[src/rtl/core/gcb_pkg.sv]
// gcb_pkg: shared types and constants for the grapheme cluster boundary core.
// No dependencies; used by gcb_classify, gcb_result_fifo and the top level.
package gcb_pkg;

    // Field widths fixed by the interface
    localparam int CP_W    = 21;
    localparam int BC_W    = 3;
    localparam int KEPT_W  = 6;
    localparam int COUNT_W = 8;

    // Special code points
    localparam logic [CP_W-1:0] CP_ZWJ      = 21'h0200D;
    localparam logic [CP_W-1:0] CP_CR       = 21'h0000D;
    localparam logic [CP_W-1:0] CP_LF       = 21'h0000A;
    localparam logic [CP_W-1:0] CP_RI_FIRST = 21'h1F1E6;
    localparam logic [CP_W-1:0] CP_RI_LAST  = 21'h1F1FF;

    // Combining mark and variation selector ranges, inclusive
    localparam int MARK_RANGES = 20;

    localparam logic [CP_W-1:0] MARK_LO [MARK_RANGES] = '{
        21'h00300, 21'h00483, 21'h00591, 21'h005BF, 21'h005C1,
        21'h005C4, 21'h005C7, 21'h00610, 21'h0064B, 21'h00670,
        21'h006D6, 21'h006DF, 21'h00900, 21'h0093A, 21'h01AB0,
        21'h01DC0, 21'h020D0, 21'h0FE00, 21'h0FE20, 21'hE0100
    };

    localparam logic [CP_W-1:0] MARK_HI [MARK_RANGES] = '{
        21'h0036F, 21'h00489, 21'h005BD, 21'h005BF, 21'h005C2,
        21'h005C5, 21'h005C7, 21'h0061A, 21'h0065F, 21'h00670,
        21'h006DC, 21'h006E4, 21'h00903, 21'h0094F, 21'h01AFF,
        21'h01DFF, 21'h020F0, 21'h0FE0F, 21'h0FE2F, 21'hE01EF
    };

    // Result queue depth (power of two)
    localparam int FIFO_DEPTH = 4;
    localparam int FIFO_AW    = $clog2(FIFO_DEPTH);

    // Character class flags of one code point
    typedef struct packed {
        logic is_mark;
        logic is_ri;
        logic is_zwj;
        logic is_cr;
        logic is_lf;
    } class_t;

    // One finished cluster
    typedef struct packed {
        logic [KEPT_W-1:0]  kept_bytes;
        logic [COUNT_W-1:0] point_count;
        logic               truncated;
        logic               last_of_run;
    } result_t;

    // Write request into the result queue; en1 is only set together with en0
    typedef struct packed {
        logic    en0;
        result_t data0;
        logic    en1;
        result_t data1;
    } fifo_wr_t;

endpackage

[src/rtl/core/gcb_classify.sv]
// gcb_classify: parallel range compares that classify one code point.
// Depends on gcb_pkg for the range table and class_t.
module gcb_classify
(
    input  logic [gcb_pkg::CP_W-1:0] scalar_value,
    output gcb_pkg::class_t          cls
);

    logic mark_hit;

    // Any of the mark ranges matches
    always_comb
    begin
        mark_hit = 1'b0;
        for (int i = 0; i < gcb_pkg::MARK_RANGES; i++)
        begin
            if (scalar_value >= gcb_pkg::MARK_LO[i] && scalar_value <= gcb_pkg::MARK_HI[i])
            begin
                mark_hit = 1'b1;
            end
        end
    end

    // Single-value and regional indicator checks
    always_comb
    begin
        cls.is_mark = mark_hit;
        cls.is_ri   = (scalar_value >= gcb_pkg::CP_RI_FIRST) &&
                      (scalar_value <= gcb_pkg::CP_RI_LAST);
        cls.is_zwj  = (scalar_value == gcb_pkg::CP_ZWJ);
        cls.is_cr   = (scalar_value == gcb_pkg::CP_CR);
        cls.is_lf   = (scalar_value == gcb_pkg::CP_LF);
    end

endmodule

[src/rtl/core/gcb_result_fifo.sv]
// gcb_result_fifo: small result queue taking up to two entries per cycle.
// Depends on gcb_pkg for result_t, fifo_wr_t and the queue depth.
module gcb_result_fifo
(
    input  logic              clk,
    input  logic              rst_n,
    input  gcb_pkg::fifo_wr_t wr,
    output logic              room_for_two,
    output logic              rd_valid,
    input  logic              rd_ready,
    output gcb_pkg::result_t  rd_data
);

    localparam int CNT_W = gcb_pkg::FIFO_AW + 1;

    gcb_pkg::result_t               mem [gcb_pkg::FIFO_DEPTH];
    logic [gcb_pkg::FIFO_AW-1:0]    wr_ptr_reg;
    logic [gcb_pkg::FIFO_AW-1:0]    wr_ptr_next;
    logic [gcb_pkg::FIFO_AW-1:0]    rd_ptr_reg;
    logic [gcb_pkg::FIFO_AW-1:0]    rd_ptr_next;
    logic [CNT_W-1:0]               count_reg;
    logic [CNT_W-1:0]               count_next;
    logic                           pop;

    assign pop          = rd_valid && rd_ready;
    assign rd_valid     = (count_reg != '0);
    assign rd_data      = mem[rd_ptr_reg];
    assign room_for_two = (count_reg <= CNT_W'(gcb_pkg::FIFO_DEPTH - 2));

    // Pointer and occupancy update
    always_comb
    begin
        wr_ptr_next = wr_ptr_reg + gcb_pkg::FIFO_AW'(wr.en0) + gcb_pkg::FIFO_AW'(wr.en1);
        rd_ptr_next = rd_ptr_reg + gcb_pkg::FIFO_AW'(pop);
        count_next  = count_reg + CNT_W'(wr.en0) + CNT_W'(wr.en1) - CNT_W'(pop);
    end

    always_ff @(posedge clk or negedge rst_n)
    begin
        if (!rst_n)
        begin
            wr_ptr_reg <= '0;
            rd_ptr_reg <= '0;
            count_reg  <= '0;
        end
        else
        begin
            wr_ptr_reg <= wr_ptr_next;
            rd_ptr_reg <= rd_ptr_next;
            count_reg  <= count_next;
        end
    end

    // Storage: first entry at the write pointer, second right after it
    always_ff @(posedge clk)
    begin
        if (wr.en0)
        begin
            mem[wr_ptr_reg] <= wr.data0;
        end
        if (wr.en1)
        begin
            mem[wr_ptr_reg + gcb_pkg::FIFO_AW'(1)] <= wr.data1;
        end
    end

endmodule

[src/rtl/core/grapheme_cluster_boundary_core.sv]
// grapheme_cluster_boundary_core: top level of the grapheme cluster segmenter.
// Depends on gcb_pkg, gcb_classify and gcb_result_fifo.

// Takes one decoded code point per cycle and emits one request per finished
// cluster (kept bytes, saturating code point count, truncated flag, and a flag
// on the last result that a code point caused). The join decision and the
// cluster counters are a single registered pass, so a code point is accepted
// every cycle while the four-entry result queue has room for two requests; a
// result enters that queue when the code point that closed its cluster is
// accepted. A code point may cause two results (a closing cluster and the
// end-of-text cluster), and the output drains one result per cycle, so the
// sustained rate is one code point per cycle as long as results average no
// more than one per code point and the consumer keeps out_ready high.
module grapheme_cluster_boundary_core
#(
    parameter int MAX_CLUSTER_BYTES = 32
)
(
    input  logic                        clk,
    input  logic                        rst_n,
    input  logic                        in_valid,
    output logic                        in_ready,
    input  logic [gcb_pkg::CP_W-1:0]    scalar_value,
    input  logic [gcb_pkg::BC_W-1:0]    byte_count,
    input  logic                        end_of_text,
    output logic                        out_valid,
    input  logic                        out_ready,
    output logic [gcb_pkg::KEPT_W-1:0]  kept_bytes,
    output logic [gcb_pkg::COUNT_W-1:0] point_count,
    output logic                        truncated,
    output logic                        last_of_run
);

    localparam int BW = $clog2(MAX_CLUSTER_BYTES + 1);
    localparam logic [gcb_pkg::COUNT_W-1:0] COUNT_MAX = '1;

    gcb_pkg::class_t               cls;
    gcb_pkg::fifo_wr_t             wr;
    gcb_pkg::result_t              rd_data;
    gcb_pkg::result_t              close_res;
    gcb_pkg::result_t              eot_res;
    logic                          room_for_two;
    logic                          in_fire;

    logic                          have_prior_reg;
    logic                          have_prior_next;
    logic                          prior_zwj_reg;
    logic                          prior_zwj_next;
    logic                          prior_cr_reg;
    logic                          prior_cr_next;
    logic                          pair_open_reg;
    logic                          pair_open_next;
    logic [BW-1:0]                 bytes_reg;
    logic [BW-1:0]                 bytes_next;
    logic [gcb_pkg::COUNT_W-1:0]   points_reg;
    logic [gcb_pkg::COUNT_W-1:0]   points_next;
    logic                          lost_reg;
    logic                          lost_next;

    logic                          joins;
    logic                          close_open;
    logic [BW-1:0]                 base_bytes;
    logic [gcb_pkg::COUNT_W-1:0]   base_points;
    logic                          base_lost;
    logic [BW:0]                   byte_sum;
    logic [BW-1:0]                 upd_bytes;
    logic [gcb_pkg::COUNT_W-1:0]   upd_points;
    logic                          upd_lost;

    assign in_ready = room_for_two;
    assign in_fire  = in_valid && in_ready;

    gcb_classify u_classify
    (
        .scalar_value (scalar_value),
        .cls          (cls)
    );

    // Join decision against the previous code point
    always_comb
    begin
        joins = have_prior_reg &&
                (cls.is_mark || prior_zwj_reg || cls.is_zwj ||
                 (prior_cr_reg && cls.is_lf) || (cls.is_ri && pair_open_reg));
        close_open = !joins && (points_reg != '0);
    end

    // Cluster counters after adding this code point
    always_comb
    begin
        base_bytes  = joins ? bytes_reg  : '0;
        base_points = joins ? points_reg : '0;
        base_lost   = joins ? lost_reg   : 1'b0;

        upd_points = (base_points == COUNT_MAX) ? COUNT_MAX
                                                : base_points + gcb_pkg::COUNT_W'(1);
        byte_sum   = (BW + 1)'(base_bytes) + (BW + 1)'(byte_count);
        if (byte_sum > (BW + 1)'(MAX_CLUSTER_BYTES))
        begin
            upd_bytes = base_bytes;
            upd_lost  = 1'b1;
        end
        else
        begin
            upd_bytes = byte_sum[BW-1:0];
            upd_lost  = base_lost;
        end
    end

    // Results: the closed cluster first, then the end-of-text cluster
    always_comb
    begin
        close_res.kept_bytes  = gcb_pkg::KEPT_W'(bytes_reg);
        close_res.point_count = points_reg;
        close_res.truncated   = lost_reg;
        close_res.last_of_run = !end_of_text;

        eot_res.kept_bytes    = gcb_pkg::KEPT_W'(upd_bytes);
        eot_res.point_count   = upd_points;
        eot_res.truncated     = upd_lost;
        eot_res.last_of_run   = 1'b1;

        if (close_open)
        begin
            wr.en0   = in_fire;
            wr.data0 = close_res;
            wr.en1   = in_fire && end_of_text;
            wr.data1 = eot_res;
        end
        else
        begin
            wr.en0   = in_fire && end_of_text;
            wr.data0 = eot_res;
            wr.en1   = 1'b0;
            wr.data1 = eot_res;
        end
    end

    // Next state; end of text returns everything to reset
    always_comb
    begin
        if (end_of_text)
        begin
            have_prior_next = 1'b0;
            prior_zwj_next  = 1'b0;
            prior_cr_next   = 1'b0;
            pair_open_next  = 1'b0;
            bytes_next      = '0;
            points_next     = '0;
            lost_next       = 1'b0;
        end
        else
        begin
            have_prior_next = 1'b1;
            prior_zwj_next  = cls.is_zwj;
            prior_cr_next   = cls.is_cr;
            pair_open_next  = cls.is_ri && !joins;
            bytes_next      = upd_bytes;
            points_next     = upd_points;
            lost_next       = upd_lost;
        end
    end

    always_ff @(posedge clk or negedge rst_n)
    begin
        if (!rst_n)
        begin
            have_prior_reg <= 1'b0;
            prior_zwj_reg  <= 1'b0;
            prior_cr_reg   <= 1'b0;
            pair_open_reg  <= 1'b0;
            bytes_reg      <= '0;
            points_reg     <= '0;
            lost_reg       <= 1'b0;
        end
        else if (in_fire)
        begin
            have_prior_reg <= have_prior_next;
            prior_zwj_reg  <= prior_zwj_next;
            prior_cr_reg   <= prior_cr_next;
            pair_open_reg  <= pair_open_next;
            bytes_reg      <= bytes_next;
            points_reg     <= points_next;
            lost_reg       <= lost_next;
        end
    end

    gcb_result_fifo u_result_fifo
    (
        .clk          (clk),
        .rst_n        (rst_n),
        .wr           (wr),
        .room_for_two (room_for_two),
        .rd_valid     (out_valid),
        .rd_ready     (out_ready),
        .rd_data      (rd_data)
    );

    assign kept_bytes  = rd_data.kept_bytes;
    assign point_count = rd_data.point_count;
    assign truncated   = rd_data.truncated;
    assign last_of_run = rd_data.last_of_run;

`ifndef SYNTHESIS
    // End of text leaves no open cluster and no history behind
    assert property (@(posedge clk) disable iff (!rst_n)
        (in_fire && end_of_text) |=> (points_reg == '0 && !have_prior_reg && !pair_open_reg))
        else $error("state not cleared after end of text");

    // Kept bytes never exceed the limit
    assert property (@(posedge clk) disable iff (!rst_n)
        bytes_reg <= BW'(MAX_CLUSTER_BYTES))
        else $error("cluster bytes above limit");

    // A cluster is open exactly when a prior code point exists
    assert property (@(posedge clk) disable iff (!rst_n)
        (points_reg != '0) == have_prior_reg)
        else $error("open cluster and prior flag disagree");

    // A pending regional indicator implies a prior code point
    assert property (@(posedge clk) disable iff (!rst_n)
        pair_open_reg |-> have_prior_reg)
        else $error("pair open without prior code point");
`endif

endmodule
[config.mk]
export PLATFORM = sky130hd
export DESIGN_NAME = grapheme_cluster_boundary_core
export DESIGN_NICKNAME = d
export VERILOG_FILES = /design/src/rtl/core/gcb_pkg.sv /design/src/rtl/core/gcb_classify.sv /design/src/rtl/core/gcb_result_fifo.sv /design/src/rtl/core/grapheme_cluster_boundary_core.sv
export SDC_FILE = /design/constraint.sdc
export NUM_CORES = 1
export LEC_CHECK = 0
export ABC_AREA = 1
export ABC_CLOCK_PERIOD_IN_PS = 7200
export BUFFER_PORTS_ARGS = -buffer_cell sky130_fd_sc_hd__buf_2
export CAP_MARGIN = 20
export CORE_ASPECT_RATIO = 1.1
export CORE_MARGIN = 3
export CORE_UTILIZATION = 55
export CTS_CLUSTER_DIAMETER = 40
export DETAILED_ROUTE_END_ITERATION = 12
export PLACE_DENSITY_LB_ADDON = 0.25
export RECOVER_POWER = 25
export SYNTH_ARGS = -nofsm -noshare
export SYNTH_HDL_FRONTEND = slang
export SYNTH_HIERARCHICAL = 1
export SYNTH_SLANG_ARGS = --single-unit
export TNS_END_PERCENT = 10
[constraint.sdc]
create_clock -name clk -period 7.2 [get_ports clk]
set_clock_uncertainty 0.05 [all_clocks]
set_input_delay 0.72 -clock clk [delete_from_list [all_inputs] [get_ports clk]]
set_output_delay 0.72 -clock clk [all_outputs]
set_load 0.02 [all_outputs]
==> results of run 1 <==
-- per-stage QoR --
step | util [%] | hold WS, ps | setup WS (ps) | instances
detailed placement | 58.9 | 431 | 1260 | 1275
floorplan | - | 374 | 2780 | 1112
finish | 61.1 | 443 | 1590 | 1291
CTS | 61.3 | 334 | 1620 | 1291
global route | 61.1 | 481 | 1110 | 1291
global placement | 58.9 | 425 | 1450 | 1275
-- metal layers --
metal  vias up  GRT usage, %  share of wire [%]
met5         -             0                  0
met4         0          13.9                4.8
met3        77          3.51                6.9
met2       370          47.0                 48
met1      3228          36.9                 40
li1       3606             -                  -
-- power by group --
part / switching, uW / internal (uW) / leakage, uW / total, uW
clock: 205 / 274 / 0.000150 / 479
sequential: 60.5 / 672 / 0.000929 / 733
combinational: 693 / 242 / 0.00273 / 935
-- synthesized netlist by cell type, types with 4 or more instances --
| master | count |
|---|---|
| nor2_1 | 103 |
| nand3_1 | 113 |
| fa_1 | 4 |
| o21bai_1 | 5 |
| clkbuf_1 | 10 |
| dfrtp_1 | 26 |
| a21oi_1 | 9 |
| nor2_2 | 13 |
| edfxtp_1 | 64 |
| nand2_1 | 386 |
| inv_1 | 155 |
| nand3_2 | 6 |
| nor2_4 | 5 |
| o21ai_0 | 35 |
| ha_1 | 7 |
| nand4_1 | 52 |
| nor3_1 | 10 |
| buf_2 | 21 |
| nor4_1 | 4 |
| buf_4 | 7 |
| o21ai_1 | 7 |
| inv_2 | 8 |
| buf_6 | 5 |
| o211ai_1 | 4 |
| nand2_2 | 15 |
-- area by class of cell --
cell class	instances	share of cell area (%)
clock inverter	6	0.992
sequential	90	32.9
timing repair buffer	52	3.21
clock buffer	10	2.93
tap	157	2.51
inverter	164	7.87
multi-input combinational	812	49.6
-- worst max-delay path, delay by kind of cell --
kind            cells  cell delay [ps]
compound gates      1              240
buf+inv             3              510
simple gates       18             4050
-- cell families (layout without fill, tap and decap cells) --
family / Yosys count / count (layout) / share of synthesized area [%]
AOI/OAI and AO/OA: 74 / 74 / 5.94
xor gates and xnor gates: 5 / 5 / 0.598
adders and majority gates: 11 / 11 / 2.29
buffers and inverters: 210 / 232 / 12.1
DFF: 90 / 90 / 35.1
other: 1 / 4 / 0.0512
and+or+nand+nor: 718 / 718 / 43.9
-- worst max-delay path by stage --
| stage | end | slack, ps |
|---|---|---|
| final | u_result_fifo/mem[1][0] | 1590 |
| after detailed placement | u_result_fifo/mem[1][5] | 1260 |
| after global placement | u_result_fifo/mem[1][0] | 1450 |
| after global routing | u_result_fifo/mem[1][0] | 1110 |
| after CTS | u_result_fifo/mem[1][0] | 1620 |
| after floorplan | u_result_fifo/count_reg[2] | 2780 |
==> flow_summary.toml, run 1 <==
[timing]
worstMarginPinSlew_ps = 1370
fmax_mhz = 178
setup_viol = 0
period_needed_ps = 5610
fin_crit_sh_pct = 77.9
hold_viol = 0
rsz0062_at_grt = "false"
slew_headroom_pct = 9.00
drv_slew = 0
finalSetupTns_ps = 0

[place]
port_buffers = 46
dp_hpwl_um = 16000
dpl_cell_area_sq_mm = 0.00754
place_congestion = 1.13

[critical_path]
cp_max_fo = 29
required_ps = 7120
rrSetupSlack_ps = 3380
slowest_stage = "nand2_1"
worstPathCellList = "buf_2 > nor2_2 > nand2_2 > nor2_8 > nand2_2 > nor2_2 > nand2_1 > a21oi_1 > nand2_1 > nor2_1 > nand3_1 > inv_1 > nand2_1 > nor2_2 > nand2_2 > nand2_2 > nand2_1 > inv_1 > nand2_1 > nor2_4 > nand2_2 > nand2_1"
crit_type = "in -> reg"
r2r_cells = 11
rr_endpoint = "u_result_fifo/mem[1][0]"
cp_common_cell = "nand2_1"
cpPeakStageDelay_ps = 660
cp-start-kind = "input pin"
crit_start = "scalar_value[19]"
cp.arrival_ps = 5520
cp-end-kind = "flip-flop"
r2r-start = "prior_zwj_reg"

[synth]
synth_edf_count = 64
synth_ff_type = "edfxtp_1"
synth_seq_area_share_pct = 35.1
synth_cells = 1109
ys_async_sr_fraction_pct = 28.9
yosys_warnings = 6
synth_top_area_share_pct = 26.2
avgSynthCellArea_sq_um = 6.61
syn_area_sq_mm = 0.00733
yosysUniqueCellTypes = 48
yosysTopAreaCell = "edfxtp_1"
synth-seq-cells = 90
synthTopCellsByArea = "edfxtp_1 26%, nand2_1 20%, dfrtp_1 8.9%, inv_1 7.9%, nand3_1 7.7%"

[floorplanning]
ioPinCount = 47
rows = 43
start_util_pct = 57.2
core_sq_mm = 0.0128
dieArea_sq_mm = 0.0147
die_h_um = 127
die_x_um = 116

[route]
vias_per_cell = 5.64
detail_route.wl_per_cell_um = 16.0
vias = 7281
ant_nets = 0
dr.pass1.iters = 6
drc = 0
first_iter_violations = 799
wl_um = 20600

[clocking]
clk_path_buf_depth = 2
cts_sinks = 90
insertion_delay_ps = 350
cts.reportedPaths.clkPinSlew_ps = 70
h-tree-depth = 3
cts_buffers = 9
cts_tree = "built"
cts_hold_buf = 0
postCtsSetupBuffers = 0
cts_resized = 0
cts_root_buf = "clkbuf_16"

[grt]
grt_pass1_vias = 6501
grt_max_degree = 34
grt_overflow = 0
grt_pass1_wl_um = 33200
antenna_found_initial = 0
gr-usage-all-layers_pct = 28.5

[cells_and_area]
antennaDiodeCount = 0
multiInputGateArea_sq_mm = 0.00388
syn_to_final_growth_pct = 6.78
nets = 1169
drive_above_1_share_pct = 9.26
layout_common_cells = "386 x nand2_1, 155 x inv_1, 113 x nand3_1"
seq_area_sq_mm = 0.00257
largest_reg_flops = 64
final_common_cell = "nand2_1"
fillers = 1221
final_area_sq_mm = 0.00782

[run]
max_cap_violations = 0

[pwr]
ir_drop_mv = 0.164
p_leak_uw = 0.00380
p_per_area_mw_per_mm2 = 274
total_power_uw = 2150

[min_path]
hold_depth = 1
hold_class = "reg -> reg"
hold_path_end = "pair_open_reg"
min_from = "pair_open_reg"

[run_status]
status = "finished clean"
No activity file was read; power rests on OpenSTA's default activity.
==> inputs of run 2 (changes only) <==
--- a/config.mk
+++ b/config.mk
@@ -6,7 +6,7 @@
 export NUM_CORES = 1
 export LEC_CHECK = 0
 export ABC_AREA = 1
-export ABC_CLOCK_PERIOD_IN_PS = 7200
+export ABC_CLOCK_PERIOD_IN_PS = 5500
 export BUFFER_PORTS_ARGS = -buffer_cell sky130_fd_sc_hd__buf_2
 export CAP_MARGIN = 20
 export CORE_ASPECT_RATIO = 1.1
==> constraint.sdc (replaced) <==
create_clock -name clk -period 5.5 [get_ports clk]
set_clock_uncertainty 0.05 [all_clocks]
set_input_delay 0.55 -clock clk [delete_from_list [all_inputs] [get_ports clk]]
set_output_delay 0.55 -clock clk [all_outputs]
set_load 0.02 [all_outputs]
==> run 2 against run 1 <==
The flow now finishes with violations (max-capacitance violations, max-slew violations). Critical path depth increased by 1. Via count increased by 1.2%. Hold slack improved by 1.1 ps. Count of clock-buffer cells in the layout decreased by 1. Largest cell class unchanged.
==> flow_summary.toml, run 2 (synthesis gave the netlist of run 1 again) <==
[clocking]
cts_sinks = 90
cts_tree = "built"
cts_hold_buf = 0
clk_path_buf_depth = 2
h-tree-depth = 3
insertion_delay_ps = 340
cts.reportedPaths.clkPinSlew_ps = 60
cts_resized = 0
cts_root_buf = "clkbuf_16"
cts_buffers = 9
postCtsSetupBuffers = 0

[timing]
finalSetupTns_ps = 0
rsz0062_at_grt = "false"
drv_slew = 34
fmax_mhz = 211
fin_crit_sh_pct = 86.0
slew_headroom_pct = -0.473
worstMarginPinSlew_ps = 1510
setup_viol = 0
period_needed_ps = 4730
fin_ws_ps = 770
hold_viol = 0

[grt]
grt_pass1_wl_um = 33800
grtUsageMet1_pct = 39.3
grt_max_degree = 35
gr-usage-all-layers_pct = 29.1
antenna_found_initial = 0
grtUsageMet2_pct = 45.7
gr-max-usage-layer = "met2"
grt_overflow = 0
grt_pass1_vias = 6758
met3_usage_pct = 4.17

[cells_and_area]
final_common_cell = "nand2_1"
antennaDiodeCount = 0
fillers = 1197
drive_above_1_share_pct = 9.66
seq_area_sq_mm = 0.00257
nets = 1174
largest_reg_flops = 64
syn_to_final_growth_pct = 7.09
multiInputGateArea_sq_mm = 0.00388
layout_common_cells = "386 x nand2_1, 155 x inv_1, 113 x nand3_1"

[critical_path]
cp-start-kind = "input pin"
cp_max_fo = 22
cp.arrival_ps = 4650
required_ps = 5420
crit_type = "in -> reg"
cp-end-kind = "flip-flop"

[run]
max_cap_violations = 1

[place]
dp_hpwl_um = 16200
place_ws_ps = 539
place_congestion = 1.04
port_buffers = 46

[floorplanning]
rows = 43
core_sq_mm = 0.0128
ioPinCount = 47
dieArea_sq_mm = 0.0147
die_h_um = 127
start_util_pct = 57.2
die_x_um = 116

[route]
vias = 7369
detail_route.wl_per_cell_um = 16.2
ant_nets = 0
wl_um = 21000
vias_per_cell = 5.69
dr.pass1.iters = 5
drc = 0
first_iter_violations = 821

[run_status]
status = "finished with violations"
violations = "max-capacitance violations, max-slew violations"

[pwr]
p_leak_uw = 0.00382
p_per_area_mw_per_mm2 = 358
ir_drop_mv = 0.204

[min_path]
hold_class = "reg -> reg"
run 2: cell types whose count changed in the layout (fill, tap and decap cells not counted):
cell        change
buf_2           +2
buf_4           +4
clkbuf_1        -2
clkinv_1        +2
clkinv_2        -1
clkinv_4        -1
clkinv_8        -1
clkinvlp_2      +1
clkinvlp_4      +1
run 2: critical path, stage by stage:
cell and delay (ps):
buf_2 220, nand2_1 160, nor2_1 300, nand3_1 160, nand2_1 160, nand3_1 100
nand2_1 90, nand2_1 70, inv_1 50, nand2_1 40, nor2_1 90, nand3_1 80
inv_1 70, nand2_1 60, nor2_2 90, nand2_2 80, nand2_2 250, nand2_1 110
inv_1 200, nand2_1 220, nor2_4 480, nand2_2 350, nand2_1 670
run 2: final timing paths:
check / from / to / slack (ps) / cells after the start
max: scalar_value[9] / u_result_fifo/mem[1][12] / 770 / 23
min: pair_open_reg / pair_open_reg / 440 / 1
max reg2reg: prior_zwj_reg / u_result_fifo/mem[1][12] / 2120 / 11
min reg2reg: pair_open_reg / pair_open_reg / 440 / 1
max in group asynchronous: rst_n / points_reg[3] / 4140 / 1
min in group asynchronous: rst_n / u_result_fifo/rd_ptr_reg[1] / 450 / 1
run 2: per-stage QoR:
step	total power [uW]	cells	hold slack, ps	instance area [sq um]	utilization [%]
after floorplan	1880	1112	204	7340	-
after global placement	2220	1280	422	7580	59.2
after detailed placement	2230	1280	430	7580	59.2
after CTS	2840	1296	161	7870	61.5
after global routing	3010	1296	483	7850	61.3
final	2810	1296	444	7850	61.3
run 2: power breakdown:
group	internal [uW]	leakage (uW)	switching (uW)
Sequential	879	0.000929	98.4
Combinational	334	0.00276	894
Clock	350	0.000137	252
run 2: routing by layer:
layer | vias to the layer above | share of wire [%]
li1 | 3601 | -
met1 | 3304 | 42
met2 | 395 | 46
met3 | 69 | 7.7
met4 | 0 | 4.5
met5 | - | 0
run 2: area by class of cell:
class / instances / area share (%)
clock inverters: 7 / 0.861
inverters: 164 / 7.85
well taps: 157 / 2.50
multi-input cells: 812 / 49.5
repair buffers: 57 / 3.67
flip-flops and latches: 90 / 32.8
clock buffers: 9 / 2.87
